[src/rtl/gbpf_pkg.sv]
// shared types and constants for the grid path finder
`timescale 1ns / 1ps
`default_nettype none
package gbpf_pkg;
    localparam int GRID_WIDTH  = 8;
    localparam int GRID_HEIGHT = 8;
    localparam int CELLS       = GRID_WIDTH * GRID_HEIGHT;
    localparam int CW          = $clog2(CELLS);
    localparam int CNTW        = $clog2(CELLS + 1);

    localparam logic [1:0] DIR_N = 2'd0;
    localparam logic [1:0] DIR_S = 2'd1;
    localparam logic [1:0] DIR_E = 2'd2;
    localparam logic [1:0] DIR_W = 2'd3;

    localparam logic OP_LOAD   = 1'b0;
    localparam logic OP_SEARCH = 1'b1;

    typedef struct packed {
        logic       opcode;
        logic [2:0] cell_x;
        logic [2:0] cell_y;
        logic       walkable;
        logic [2:0] start_x;
        logic [2:0] start_y;
        logic [2:0] target_x;
        logic [2:0] target_y;
    } t_in;

    typedef struct packed {
        logic       found;
        logic [2:0] path_x;
        logic [2:0] path_y;
        logic       last;
    } t_out;

    // controller to datapath
    typedef struct packed {
        logic load;      // capture item
        logic map_wr;    // write walk map
        logic clr;       // clear visited, seed queue
        logic deq;       // pop queue head into current cell
        logic nbr;       // evaluate neighbor r_dir
        logic bt_init;   // start back walk
        logic bt_step;   // one back step
        logic emit;      // pop route stack to output
        logic emit_none;
    } t_cmd;

    // datapath to controller
    typedef struct packed {
        logic bad;       // start or target outside the grid, or same cell
        logic q_empty;
        logic reached;
        logic dir_last;  // neighbor step at west
        logic at_start;  // back walk reached start
        logic stk_last;  // one entry left on the stack
    } t_sts;

    function automatic logic [CW-1:0] cell_idx(input logic [2:0] x, input logic [2:0] y);
        return CW'(32'(y) * GRID_WIDTH + 32'(x));
    endfunction
endpackage
`default_nettype wire

[src/rtl/gbpf_datapath.sv]
// map, queue, parent and route stores with the neighbor and back walk logic
`timescale 1ns / 1ps
`default_nettype none
module gbpf_datapath import gbpf_pkg::*; (
    input  wire  i_clk,
    input  wire  i_rst_n,
    input  t_in  i_item,
    input  t_cmd i_cmd,
    output t_sts o_sts,
    output t_out o_res,
    output logic o_res_valid
);
    logic [CELLS-1:0] r_walk, r_vis;
    logic [1:0]  r_par [CELLS];
    logic [CW-1:0] r_queue [CELLS];
    logic [CW-1:0] r_stack [CELLS];
    t_in r_it;
    logic [CNTW-1:0] r_head, r_tail, r_sp;
    logic [2:0] r_cx, r_cy;
    logic [1:0] r_dir;
    logic r_reached;
    logic [CW-1:0] r_cur;
    logic [1:0] r_pdir;
    logic [2:0] r_bx, r_by;
    t_out r_res;
    logic r_res_valid;

    logic [CW-1:0] w_start, w_tgt;
    logic       w_ok;
    logic [2:0] w_nx, w_ny;
    logic [CW-1:0] w_ni;
    logic [2:0] w_px, w_py;

    assign w_start = cell_idx(r_it.start_x, r_it.start_y);
    assign w_tgt   = cell_idx(r_it.target_x, r_it.target_y);

    always_comb begin
        w_nx = r_cx;
        w_ny = r_cy;
        w_ok = 1'b0;
        case (r_dir)
            DIR_N: begin w_ok = 32'(r_cy) + 1 < GRID_HEIGHT; w_ny = r_cy + 3'd1; end
            DIR_S: begin w_ok = r_cy != 3'd0; w_ny = r_cy - 3'd1; end
            DIR_E: begin w_ok = 32'(r_cx) + 1 < GRID_WIDTH; w_nx = r_cx + 3'd1; end
            default: begin w_ok = r_cx != 3'd0; w_nx = r_cx - 3'd1; end
        endcase
        w_ni = cell_idx(w_nx, w_ny);
    end

    // undo the move that queued the current back walk cell
    always_comb begin
        w_px = r_bx;
        w_py = r_by;
        case (r_pdir)
            DIR_N: w_py = r_by - 3'd1;
            DIR_S: w_py = r_by + 3'd1;
            DIR_E: w_px = r_bx - 3'd1;
            default: w_px = r_bx + 3'd1;
        endcase
    end

    assign o_sts.bad = (32'(r_it.start_x) >= GRID_WIDTH) || (32'(r_it.start_y) >= GRID_HEIGHT)
                    || (32'(r_it.target_x) >= GRID_WIDTH) || (32'(r_it.target_y) >= GRID_HEIGHT)
                    || (w_start == w_tgt);
    assign o_sts.q_empty  = r_head == r_tail;
    assign o_sts.reached  = r_reached;
    assign o_sts.dir_last = r_dir == DIR_W;
    assign o_sts.at_start = r_cur == w_start;
    assign o_sts.stk_last = r_sp == CNTW'(1);

    always_ff @(posedge i_clk) begin
        if (i_cmd.load) r_it <= i_item;
        if (!i_rst_n) begin
            r_walk <= '0;
        end else if (i_cmd.map_wr && 32'(i_item.cell_x) < GRID_WIDTH
                     && 32'(i_item.cell_y) < GRID_HEIGHT) begin
            r_walk[cell_idx(i_item.cell_x, i_item.cell_y)] <= i_item.walkable;
        end
        if (!i_rst_n) begin
            r_vis <= '0;
            r_head <= '0;
            r_tail <= '0;
            r_reached <= 1'b0;
            r_sp <= '0;
            r_dir <= DIR_N;
            r_res_valid <= 1'b0;
        end else begin
            r_res_valid <= i_cmd.emit || i_cmd.emit_none;
            if (i_cmd.clr) begin
                r_vis <= CELLS'(1) << w_start;
                r_queue[0] <= w_start;
                r_head <= '0;
                r_tail <= CNTW'(1);
                r_reached <= 1'b0;
                r_sp <= '0;
            end
            if (i_cmd.deq) begin
                r_cx <= 3'(32'(r_queue[r_head[CW-1:0]]) % GRID_WIDTH);
                r_cy <= 3'(32'(r_queue[r_head[CW-1:0]]) / GRID_WIDTH);
                r_head <= r_head + CNTW'(1);
                r_dir <= DIR_N;
            end
            if (i_cmd.nbr) begin
                r_dir <= r_dir + 2'd1;
                if (w_ok && !r_vis[w_ni] && r_walk[w_ni]) begin
                    r_vis[w_ni] <= 1'b1;
                    r_par[w_ni] <= r_dir;
                    if (32'(r_tail) < CELLS) begin
                        r_queue[r_tail[CW-1:0]] <= w_ni;
                        r_tail <= r_tail + CNTW'(1);
                    end
                    if (w_ni == w_tgt) r_reached <= 1'b1;
                end
            end
            // parent direction is fetched along with the cell it belongs to
            if (i_cmd.bt_init) begin
                r_cur <= w_tgt;
                r_pdir <= r_par[w_tgt];
                r_bx <= r_it.target_x;
                r_by <= r_it.target_y;
            end
            if (i_cmd.bt_step) begin
                r_cur <= cell_idx(w_px, w_py);
                r_pdir <= r_par[cell_idx(w_px, w_py)];
                r_bx <= w_px;
                r_by <= w_py;
                r_stack[r_sp[CW-1:0]] <= cell_idx(w_px, w_py);
                r_sp <= r_sp + CNTW'(1);
            end
            if (i_cmd.emit) begin
                r_res.found  <= 1'b1;
                r_res.path_x <= 3'(32'(r_stack[CW'(r_sp - CNTW'(1))]) % GRID_WIDTH);
                r_res.path_y <= 3'(32'(r_stack[CW'(r_sp - CNTW'(1))]) / GRID_WIDTH);
                r_res.last   <= r_sp == CNTW'(1);
                r_sp <= r_sp - CNTW'(1);
            end
            if (i_cmd.emit_none) begin
                r_res <= '{found: 1'b0, path_x: 3'd0, path_y: 3'd0, last: 1'b1};
            end
        end
    end

    assign o_res = r_res;
    assign o_res_valid = r_res_valid;
endmodule
`default_nettype wire

[src/rtl/gbpf_ctrl.sv]
// sequencer for map writes and searches
`timescale 1ns / 1ps
`default_nettype none
module gbpf_ctrl import gbpf_pkg::*; (
    input  wire  i_clk,
    input  wire  i_rst_n,
    input  wire  i_go,
    input  wire  i_op,
    input  t_sts i_sts,
    output t_cmd o_cmd,
    output logic o_busy
);
    typedef enum logic [6:0] {
        S_IDLE = 7'b0000001,
        S_CHK  = 7'b0000010,
        S_DEQ  = 7'b0000100,
        S_NBR  = 7'b0001000,
        S_BT   = 7'b0010000,
        S_EMIT = 7'b0100000,
        S_NONE = 7'b1000000
    } t_state;

    t_state r_state, n_state;

    always_comb begin
        o_cmd = '0;
        n_state = r_state;
        unique case (r_state)
            S_IDLE: begin
                if (i_go) begin
                    o_cmd.load = 1'b1;
                    if (i_op == OP_SEARCH) n_state = S_CHK;
                    else o_cmd.map_wr = 1'b1;
                end
            end
            S_CHK: begin
                if (i_sts.bad) n_state = S_NONE;
                else begin
                    o_cmd.clr = 1'b1;
                    n_state = S_DEQ;
                end
            end
            S_DEQ: begin
                if (i_sts.reached) begin
                    o_cmd.bt_init = 1'b1;
                    n_state = S_BT;
                end else if (i_sts.q_empty) n_state = S_NONE;
                else begin
                    o_cmd.deq = 1'b1;
                    n_state = S_NBR;
                end
            end
            S_NBR: begin
                if (i_sts.reached) begin
                    o_cmd.bt_init = 1'b1;
                    n_state = S_BT;
                end else begin
                    o_cmd.nbr = 1'b1;
                    if (i_sts.dir_last) n_state = S_DEQ;
                end
            end
            S_BT: begin
                if (i_sts.at_start) n_state = S_EMIT;
                else o_cmd.bt_step = 1'b1;
            end
            S_EMIT: begin
                o_cmd.emit = 1'b1;
                if (i_sts.stk_last) n_state = S_IDLE;
            end
            S_NONE: begin
                o_cmd.emit_none = 1'b1;
                n_state = S_IDLE;
            end
            default: n_state = S_IDLE;
        endcase
    end

    always_ff @(posedge i_clk) begin
        if (!i_rst_n) r_state <= S_IDLE;
        else r_state <= n_state;
    end

    assign o_busy = r_state != S_IDLE;
endmodule
`default_nettype wire

[src/rtl/grid_bfs_path_finder.sv]
// top level of the grid shortest path finder
// usage:
// - drive i_item and raise start while busy is low; the beat is taken then
// - opcode 0 writes one walk map bit at that edge and gives no result; busy
//   stays low
// - opcode 1 runs a breadth-first search over the 8x8 map from start to
//   target, north, south, east, west order, then walks parents back
// - results come out one per cycle on o_result with o_result_valid high for
//   one cycle, start cell first, last set on the final beat
// - unreachable, out of grid or start equal to target give one beat found=0
// - a search runs a check step, then for each dequeued cell a dequeue step and
//   four neighbor checks on one shared neighbor unit, a step that sees the
//   target, back walk steps along the path and an emit step per beat; each
//   beat shows the cycle after its emit cycle
// - busy is high from the edge after a search beat until the final beat shows
// - the receiver cannot stall; every beat must be taken when shown
// - reset clears the walk map to all blocked and returns to idle
`timescale 1ns / 1ps
`default_nettype none
module grid_bfs_path_finder import gbpf_pkg::*; (
    input  wire  i_clk,
    input  wire  i_rst_n,
    input  wire  start,
    output logic busy,
    input  t_in  i_item,
    output t_out o_result,
    output logic o_result_valid
);
    t_cmd w_cmd;
    t_sts w_sts;

    gbpf_ctrl u_ctrl (
        .i_clk(i_clk), .i_rst_n(i_rst_n), .i_go(start), .i_op(i_item.opcode),
        .i_sts(w_sts), .o_cmd(w_cmd), .o_busy(busy)
    );

    gbpf_datapath u_dp (
        .i_clk(i_clk), .i_rst_n(i_rst_n), .i_item(i_item), .i_cmd(w_cmd),
        .o_sts(w_sts), .o_res(o_result), .o_res_valid(o_result_valid)
    );

    a_no_take_busy: assert property (@(posedge i_clk) disable iff (!i_rst_n)
        busy |-> !w_cmd.load) else $error("item taken while busy");
    a_res_busy: assert property (@(posedge i_clk) disable iff (!i_rst_n)
        (w_cmd.emit || w_cmd.emit_none) |-> busy) else $error("result while idle");
    a_last_idle: assert property (@(posedge i_clk) disable iff (!i_rst_n)
        (o_result_valid && o_result.last) |-> !busy) else $error("busy after last");
endmodule
`default_nettype wire

[config.mk]
export PLATFORM = sky130hd
export DESIGN_NAME = grid_bfs_path_finder
export DESIGN_NICKNAME = d
export VERILOG_FILES = /design/src/rtl/gbpf_pkg.sv /design/src/rtl/gbpf_datapath.sv /design/src/rtl/gbpf_ctrl.sv /design/src/rtl/grid_bfs_path_finder.sv
export SDC_FILE = /design/constraint.sdc
export NUM_CORES = 2
export LEC_CHECK = 0
export ABC_CLOCK_PERIOD_IN_PS = 6400
export BUFFER_PORTS_ARGS = -buffer_cell sky130_fd_sc_hd__buf_2
export CORE_ASPECT_RATIO = 1.25
export CORE_MARGIN = 2
export CORE_UTILIZATION = 49
export CTS_CLUSTER_DIAMETER = 150
export CTS_CLUSTER_SIZE = 24
export DETAILED_ROUTE_END_ITERATION = 10
export MAX_ROUTING_LAYER = met4
export PLACE_DENSITY = 0.66
export SYNTH_ARGS = -nofsm -noshare
export SYNTH_HDL_FRONTEND = slang
export SYNTH_SLANG_ARGS = --single-unit
[constraint.sdc]
create_clock -name i_clk -period 6.4 [get_ports i_clk]
set_input_delay 0 -clock i_clk [delete_from_list [all_inputs] [get_ports i_clk]]
set_output_delay 0 -clock i_clk [all_outputs]
set_load 0.02 [all_outputs]
* Yosys cells after proc, flatten, opt, wreduce, memory -nomap -nowiden
Memory sizes are Yosys's and may differ from the RTL's. A register that Yosys moved wholly into a read port is not among the register bits.
Index checks and enable logic that the tools add are counted.
W data, S select, Z words.
** Word-level totals
- Memories :: 3
- Memory bits (writable) :: 896
- Flip-flop bits (word level) :: 188
** Cells by class
- Shifts and indexed selects :: 1
- Mux-type cells :: 85
- Reductions and logical operators :: 23
- Bitwise gates (word level) :: 1
- Add/sub/neg operators :: 20
- Order comparisons :: 7
- Eq/ne operators :: 23
** Memories
- u_dp.r_queue :: words 64, width 6, rd ports 1, clocked after memory_dff 1, wr ports 1, line gbpf_datapath.sv:15 : logic [CW-1:0] r_queue [CELLS];
- u_dp.r_stack :: words 64, width 6, rd ports 1, clocked after memory_dff 1, wr ports 1, line gbpf_datapath.sv:16 : logic [CW-1:0] r_stack [CELLS];
- u_dp.r_par :: words 64, width 2, rd ports 2, clocked after memory_dff 0, wr ports 1, line gbpf_datapath.sv:14 : logic [1:0] r_par [CELLS];
** Operators with widths (count)
- $mux W64 :: 4
- $mux W7 :: 17
- $bwmux W64 :: 1
- $lt A32 B4 Y1 const B :: 2
- $or A64 B64 Y64 :: 1
- $shl A1 B6 Y64 const A :: 1
- $pmux W7 S6 :: 1
- $mux W1 :: 38
- $add A6 B3 Y6 :: 5
- $mux W6 :: 4
- $pmux W3 S2 :: 4
- $add A7 B1 Y7 const B :: 3
- $eq A6 B6 Y1 :: 3
- $eq A7 B1 Y1 const B :: 2
- $lt A6 B7 Y1 const B :: 2
- $add A3 B1 Y3 const B :: 4
- $bmux W1 S6 :: 2
- $demux W1 S6 :: 2
- $ge A6 B1 Y1 const B :: 2
- $mux W2 :: 6
- $mux W3 :: 4
- $sub A3 B1 Y3 const B :: 4
- $reduce_bool A3 Y1 :: 3
- $add A3 B1 Y4 const B :: 2
- other kinds (27) :: 43

* Depth between registers and ports, before layout
- Depth in word-level cells :: 15
- Gate-level depth with buffers :: 17

* Cells and area by module
Synthesis repeated with hierarchy kept, for this count alone.
** Unflattened totals
- Cell total of the unflattened synthesis :: 2920
- Area total of the unflattened synthesis :: 46913.7 µm²
** Modules (own cells, without submodules)
- gbpf_datapath :: times used 1, cells an instance 2861, area each 46423.3 µm²
- gbpf_ctrl :: times used 1, cells an instance 59, area each 490.5 µm²

* Worst setup path before layout
Ideal clock, no wire load.
- Path kind :: register to register
- Start point :: register u_dp.r_dir[0]
- End point :: memory u_dp.r_queue[0][4] (netlist bit) (data pin)
- Cell stages (with the launch flop) :: 14
- Clock period less this slack :: 6.991 ns
- Slack :: -0.591 ns
- Arrival time :: 6.428 ns
- Path through :: dfxtp_1 > inv_1 > ha_1 > fa_1 > buf_2 > nor3_1 > a21oi_2 > mux4_2 > a311oi_1 > nand4_1 > a311oi_4 > nand4_1 > nor2_2 > mux2i_1
** Between the ends
- Longest elaborated chain between the ends :: 15
- Elaborated cells between the ends (all ways) :: 21
** RTL lines
- start, declared :: line gbpf_datapath.sv:20 : logic [1:0] r_dir;
- start signal, assigned :: line gbpf_datapath.sv:104 : r_dir <= r_dir + 2'd1;
- $eq A2 B1 Y1 / $logic_not A2 Y1 (equally long branches) :: line gbpf_datapath.sv:41 : case (r_dir)
- $reduce_or A2 Y1 (no source line)
- $pmux W3 S2 :: line gbpf_datapath.sv:41
- $add A6 B3 Y6 :: line gbpf_pkg.sv:61 : return CW'(32'(y) * GRID_WIDTH + 32'(x));
- $bmux W1 S6 :: line gbpf_datapath.sv:105 : if (w_ok && !r_vis[w_ni] && r_walk[w_ni]) begin
- $mux W1 (not written as such) :: line gbpf_datapath.sv:105
- $logic_not A1 Y1 :: line gbpf_datapath.sv:105
- $logic_and A1 B1 Y1 (2 in series) :: line gbpf_datapath.sv:105
- $mux W1 :: line gbpf_datapath.sv:105
- $mux W1 :: line gbpf_datapath.sv:103 : if (i_cmd.nbr) begin
- $mux W1 :: line gbpf_datapath.sv:79 : if (!i_rst_n) begin
- $mux W1 (not written as such) :: line gbpf_datapath.sv:109 : r_queue[r_tail[CW-1:0]] <= w_ni;
- $reduce_or A6 Y1 (no source line)
- $mux W6 (no source line) (*)
- end, declared :: line gbpf_datapath.sv:15
Mark *: on every way between the ends. The rest lies on a longest branch, timed or not. The select of a mux whose other input is x is not followed.

* Final worst setup path
- Start point :: register u_dp.r_dir[0]
- End point :: memory u_dp.r_queue[48][5] (netlist bit) (enable)
** Between the ends
- Longest elaborated chain between the ends :: 15
- Elaborated cells between the ends (all ways) :: 22
** RTL lines (line)
- $eq A2 B1 Y1 / $logic_not A2 Y1 (equally long branches) :: gbpf_datapath.sv:41
- $reduce_or A2 Y1 (no source line)
- $pmux W3 S2 :: gbpf_datapath.sv:41
- $add A6 B3 Y6 :: gbpf_pkg.sv:61
- $bmux W1 S6 :: gbpf_datapath.sv:105
- $mux W1 (not written as such) :: gbpf_datapath.sv:105
- $logic_not A1 Y1 :: gbpf_datapath.sv:105
- $logic_and A1 B1 Y1 :: gbpf_datapath.sv:105
- $logic_and A1 B1 Y1 (*) :: gbpf_datapath.sv:105
- $mux W1 (*) :: gbpf_datapath.sv:105
- $mux W1 (*) :: gbpf_datapath.sv:103
- $mux W1 (*) :: gbpf_datapath.sv:79
- $mux W1 (not written as such) (*) :: gbpf_datapath.sv:109
- $reduce_or A6 Y1 (no source line)
- $mux W6 (no source line) / $mux W1 (equally long branches)
Marked as above.

==> results.env <==
SYNTH_FP_NETS=3125
P_LEAK_nW=14.92
WORST_R2R_PATH_DEPTH=12
DETAILED_PLACE_HPWL_UM=77930
DIE-HEIGHT_UM=351.1
HOLD-PATH-ENDPOINT='u_dp.r_walk[34]$_SDFFE_PN0P_'
SYNTH-SEQ-CELLS=1090
WORST_SETUP_PATH_START_KIND='flop'
WORST_SKEW_PAIR.LATE_LATENCY_PS=690
GRT_MAX_DEGREE=76
SYNTH_AREA_LEADERS='edfxtp_1 (59%), mux4_2 (15%), dfxtp_1 (6.8%)'
FIN_SETUP_TNS_PS=0
ROW_COUNT=127
CTS_BUFFERS=51
DRT_ITER0_MARKERS=3180
CTS.HTREE.LEVELS=2
GRT_PASS1_WL_UM=176700
R2R_SETUP_SLACK_PS=680
FINISH.NET_COUNT=3070
CRITPATHMAXSTAGEDELAY_PS=770
LAYOUT-DRIVE-GT1-SHARE=0.1743
UNREPAIRED_SETUP_ENDPOINTS_AFTER_GLOBAL_ROUTING='no'
POST-ROUTE-MIN-PERIOD_PS=5721
CLOCKROOTBUFFER='clkbuf_16'
CP_CELL_SEQUENCE='buf_4 > ha_1 > inv_1 > fa_1 > or3b_1 > a211o_1 > o21ai_1 > o32ai_1 > nor3b_4 > nand3_4 > or3_1 > nor2_1'
POST_DRT_VIA_CELL_RATIO=6.344
SYNTH_FF_TYPE='edfxtp_1'
TIMING.CRITICAL_PATH.FANOUT_MAX=67
POST_SYN_INSTANCES=3089
VIAS=27720
DRV.MAX_CAP_VIOLATION_COUNT=0
LAYOUT-AREA-OVERHEAD-VS-SYNTH_PCT=6.955
CLK_PIN_SLEW_WORST_PATHS_PS=100
OVERFLOW=0
IOS=33
CTS_RESIZED=0
ACTUAL_TRANSITION_AT_THE_WORST_MAX_TRANSITION_PIN_PS=1278
YOSYSMOSTFREQUENTCELL='edfxtp_1'
SYNTH.CELL_AREA_UM2=47240
VDD_IR_DROP_MAX_V=0.0002599
CTS_TREE='done'
FINCLKSKEW_PS=51.71
FINAL.PERIOD_UTILIZATION=0.8939
SYNTH_SEQUENTIAL_AREA_RATIO=0.6590
HOLD_VIOL=0
FINALSETUPVIOLCOUNT=0
MAX-SLEW-MARGIN-REL=0.1422
CRITPATHREQUIREDTIME_PS=6700
MIN_PATH_CELLS=3
POST-ROUTE-UTIL=0.5273
MAX_FREQ_MHz=174.8
CP_SLOWEST_CELL='or3_1'
FLOORPLAN.INITIALDENSITY=0.4930
PATH_DEPTH=12
ROUTABILITY_CONGESTION_ESTIMATE=0.9837
CRIT_REG_REG_STARTPOINT='u_dp.r_dir[0]$_SDFFE_PN0P_'
IO_BUFFERS=32
DESIGN.CORE.AREA_UM2=95820
POST_SYNTH_MOST_FREQUENT_CELLS='edfxtp_1 (930), mux4_2 (316), nand2_1 (272)'
DRT_DRC_VIOLATIONS_LEFT=0
SYNTHESIS.AREA_PER_INSTANCE_UM2=15.29
MAXSLEWVIOLCOUNT=0
YS_WARN_COUNT=0
ROUTEDWLPERCELL_UM=26.99
GRTUSAGETOTAL=0.2462
RR_ENDPOINT='u_dp.r_queue[48][5]$_DFFE_PP_'
HOLD_PATH.STARTPOINT='i_item[12]'
SYNTH_ENABLE_FLOP_CELLS=930
WORST_PATH_DOMINANT_CELL_FAMILY='simple AND/OR/NAND/NOR gates'
GRT_PASS1_VIAS=27300
SYNTH_LARGEST_AREA_CELL='edfxtp_1'
DIEWIDTH_UM=281.7
ANTENNA_VIOLATIONS_BEFORE_REPAIR=3
YOSYSTOPAREACELLSHARE=0.5912
TOTAL_POWER_mW=12.38
POWER_DENSITY_nW_PER_UM2=244.9
STDCELL_COUNT=4369
ASYNC_FLOP_SHARE=0
CRITICAL_PATH_CLASS='flop to flop'
CTSLONGESTPATHBUFFERS=3
DRT-TOTAL-WL_UM=117900
RUN_STATUS='complete, no violations'
WORST_SETUP_PATH_END_KIND='flop'
WORST-ENDPOINT-ARRIVAL_PS=6020
DETAILEDROUTE.FIRSTPASSITERATIONCOUNT=6
DESIGN.DIE.AREA_UM2=98920
ROUTE.ANTENNA.REMAINING_NETS=0
CRITICAL_PATH.N_BUFFERS_INVERTERS=2
PLACED_CELLS_INCL_TAPS=4244
CLOCK-SINKS=1090
FINAL.FILL_COUNT=7651
HP-CLASS='primary input to flop'
SYNTHDISTINCTLIBCELLS=83
[cell families after synthesis]
logic type / synth area share
flops: 0.6590
compound gates: 0.05244
fa+ha+maj: 0.004079
mux: 0.1607
simple gates: 0.09334
buf+inv: 0.02265
xor+xnor: 0.007787
[worst max-delay path by stage]
| stage | startpoint | end | slack [ps] |
|---|---|---|---|
| 6_report | u_dp.r_dir[0]$_SDFFE_PN0P_ | u_dp.r_queue[48][5]$_DFFE_PP_ | 680 |
| 5_1_grt | u_dp.r_dir[0]$_SDFFE_PN0P_ | u_dp.r_queue[27][3]$_DFFE_PP_ | 360 |
| 4_1_cts | u_dp.r_dir[0]$_SDFFE_PN0P_ | u_dp.r_queue[52][4]$_DFFE_PP_ | 690 |
| 3_5_place_dp | u_dp.r_dir[0]$_SDFFE_PN0P_ | u_dp.r_queue[52][0]$_DFFE_PP_ | 690 |
| 3_3_place_gp | u_dp.r_dir[0]$_SDFFE_PN0P_ | u_dp.r_queue[52][3]$_DFFE_PP_ | 920 |
| 2_1_floorplan | u_dp.r_dir[0]$_SDFFE_PN0P_ | u_dp.r_queue[0][4]$_DFFE_PP_ | -590 |
[final cells by class]
class | count | area, um2 | share of cell area
timing repair buffer | 121 | 933.4 | 0.01847
antenna | 3 | 7.507 | 0.0001486
sequential | 1090 | 31140 | 0.6164
clock buffer | 90 | 1423 | 0.02816
multi-input combinational | 1735 | 15170 | 0.3003
clock inverter | 5 | 97.59 | 0.001932
tap | 1290 | 1614 | 0.03195
inverter | 35 | 133.9 | 0.002650
[state kept, by name, summed over array words and instances, names as in the netlist, 3 cells and up]
name,flops
u_dp.r_queue,384
u_dp.r_walk,64
u_ctrl.r_state,7
u_dp.r_sp,7
u_dp.r_stack,384
u_dp.o_res,8
u_dp.r_it,12
u_dp.r_tail,7
u_dp.r_par,128
u_dp.r_vis,64
u_dp.r_head,7
u_dp.r_cx,3
u_dp.r_cy,3
[report_power, final]
part / switching, mW / internal [mW] / total [mW]
registers: 0.0763 / 7.78 / 7.86
clock network: 2.18 / 1.55 / 3.72
logic: 0.550 / 0.242 / 0.792
total: 2.80 / 9.57 / 12.4
[tightest hold or removal path: stages]
cell and delay, ps:
buf_2 440, nand2_1 180, a21oi_1 50
[metal layers]
| layer | vias to the layer above | GRT usage | part of all wire |
|---|---|---|---|
| li1 | 11900 | - | - |
| met1 | 14260 | 0.3240 | 0.39 |
| met2 | 1283 | 0.3993 | 0.50 |
| met3 | 275 | 0.03195 | 0.076 |
| met4 | 0 | 0.08250 | 0.038 |
| met5 | - | - | 0 |
[through the flow]
| step | hold slack (ps) | instance area [um2] | setup slack (ps) |
|---|---|---|---|
| global route | 57.50 | 50520 | 355.5 |
| floorplan | 98.87 | 47240 | -591.5 |
| finish | 51.27 | 50520 | 679.3 |
| global placement | 176.4 | 48730 | 923.9 |
| CTS | 31.06 | 50520 | 691.0 |
| detailed placement | 178.1 | 48730 | 688.9 |
[timing repair]
| item | 4_1_cts | 5_1_grt |
|---|---|---|
| hold endpoints to repair | 87 | 0 |
| hold buffers | 27 | 0 |
| setup buffers | 0 | 0 |
[placed cells by master, fill, tap and decap left out, types with 39 or more instances in the layout]
cell type and instances:
nand3_1 98, clkbuf_16 51, dfxtp_1 154, mux4_2 316
buf_4 59, o21ai_0 55, nor3_1 95, a21oi_1 166
clkbuf_1 39, nor2_1 247, nand2_1 272, edfxtp_1 930
No activity file was read; power rests on OpenSTA's default activity.
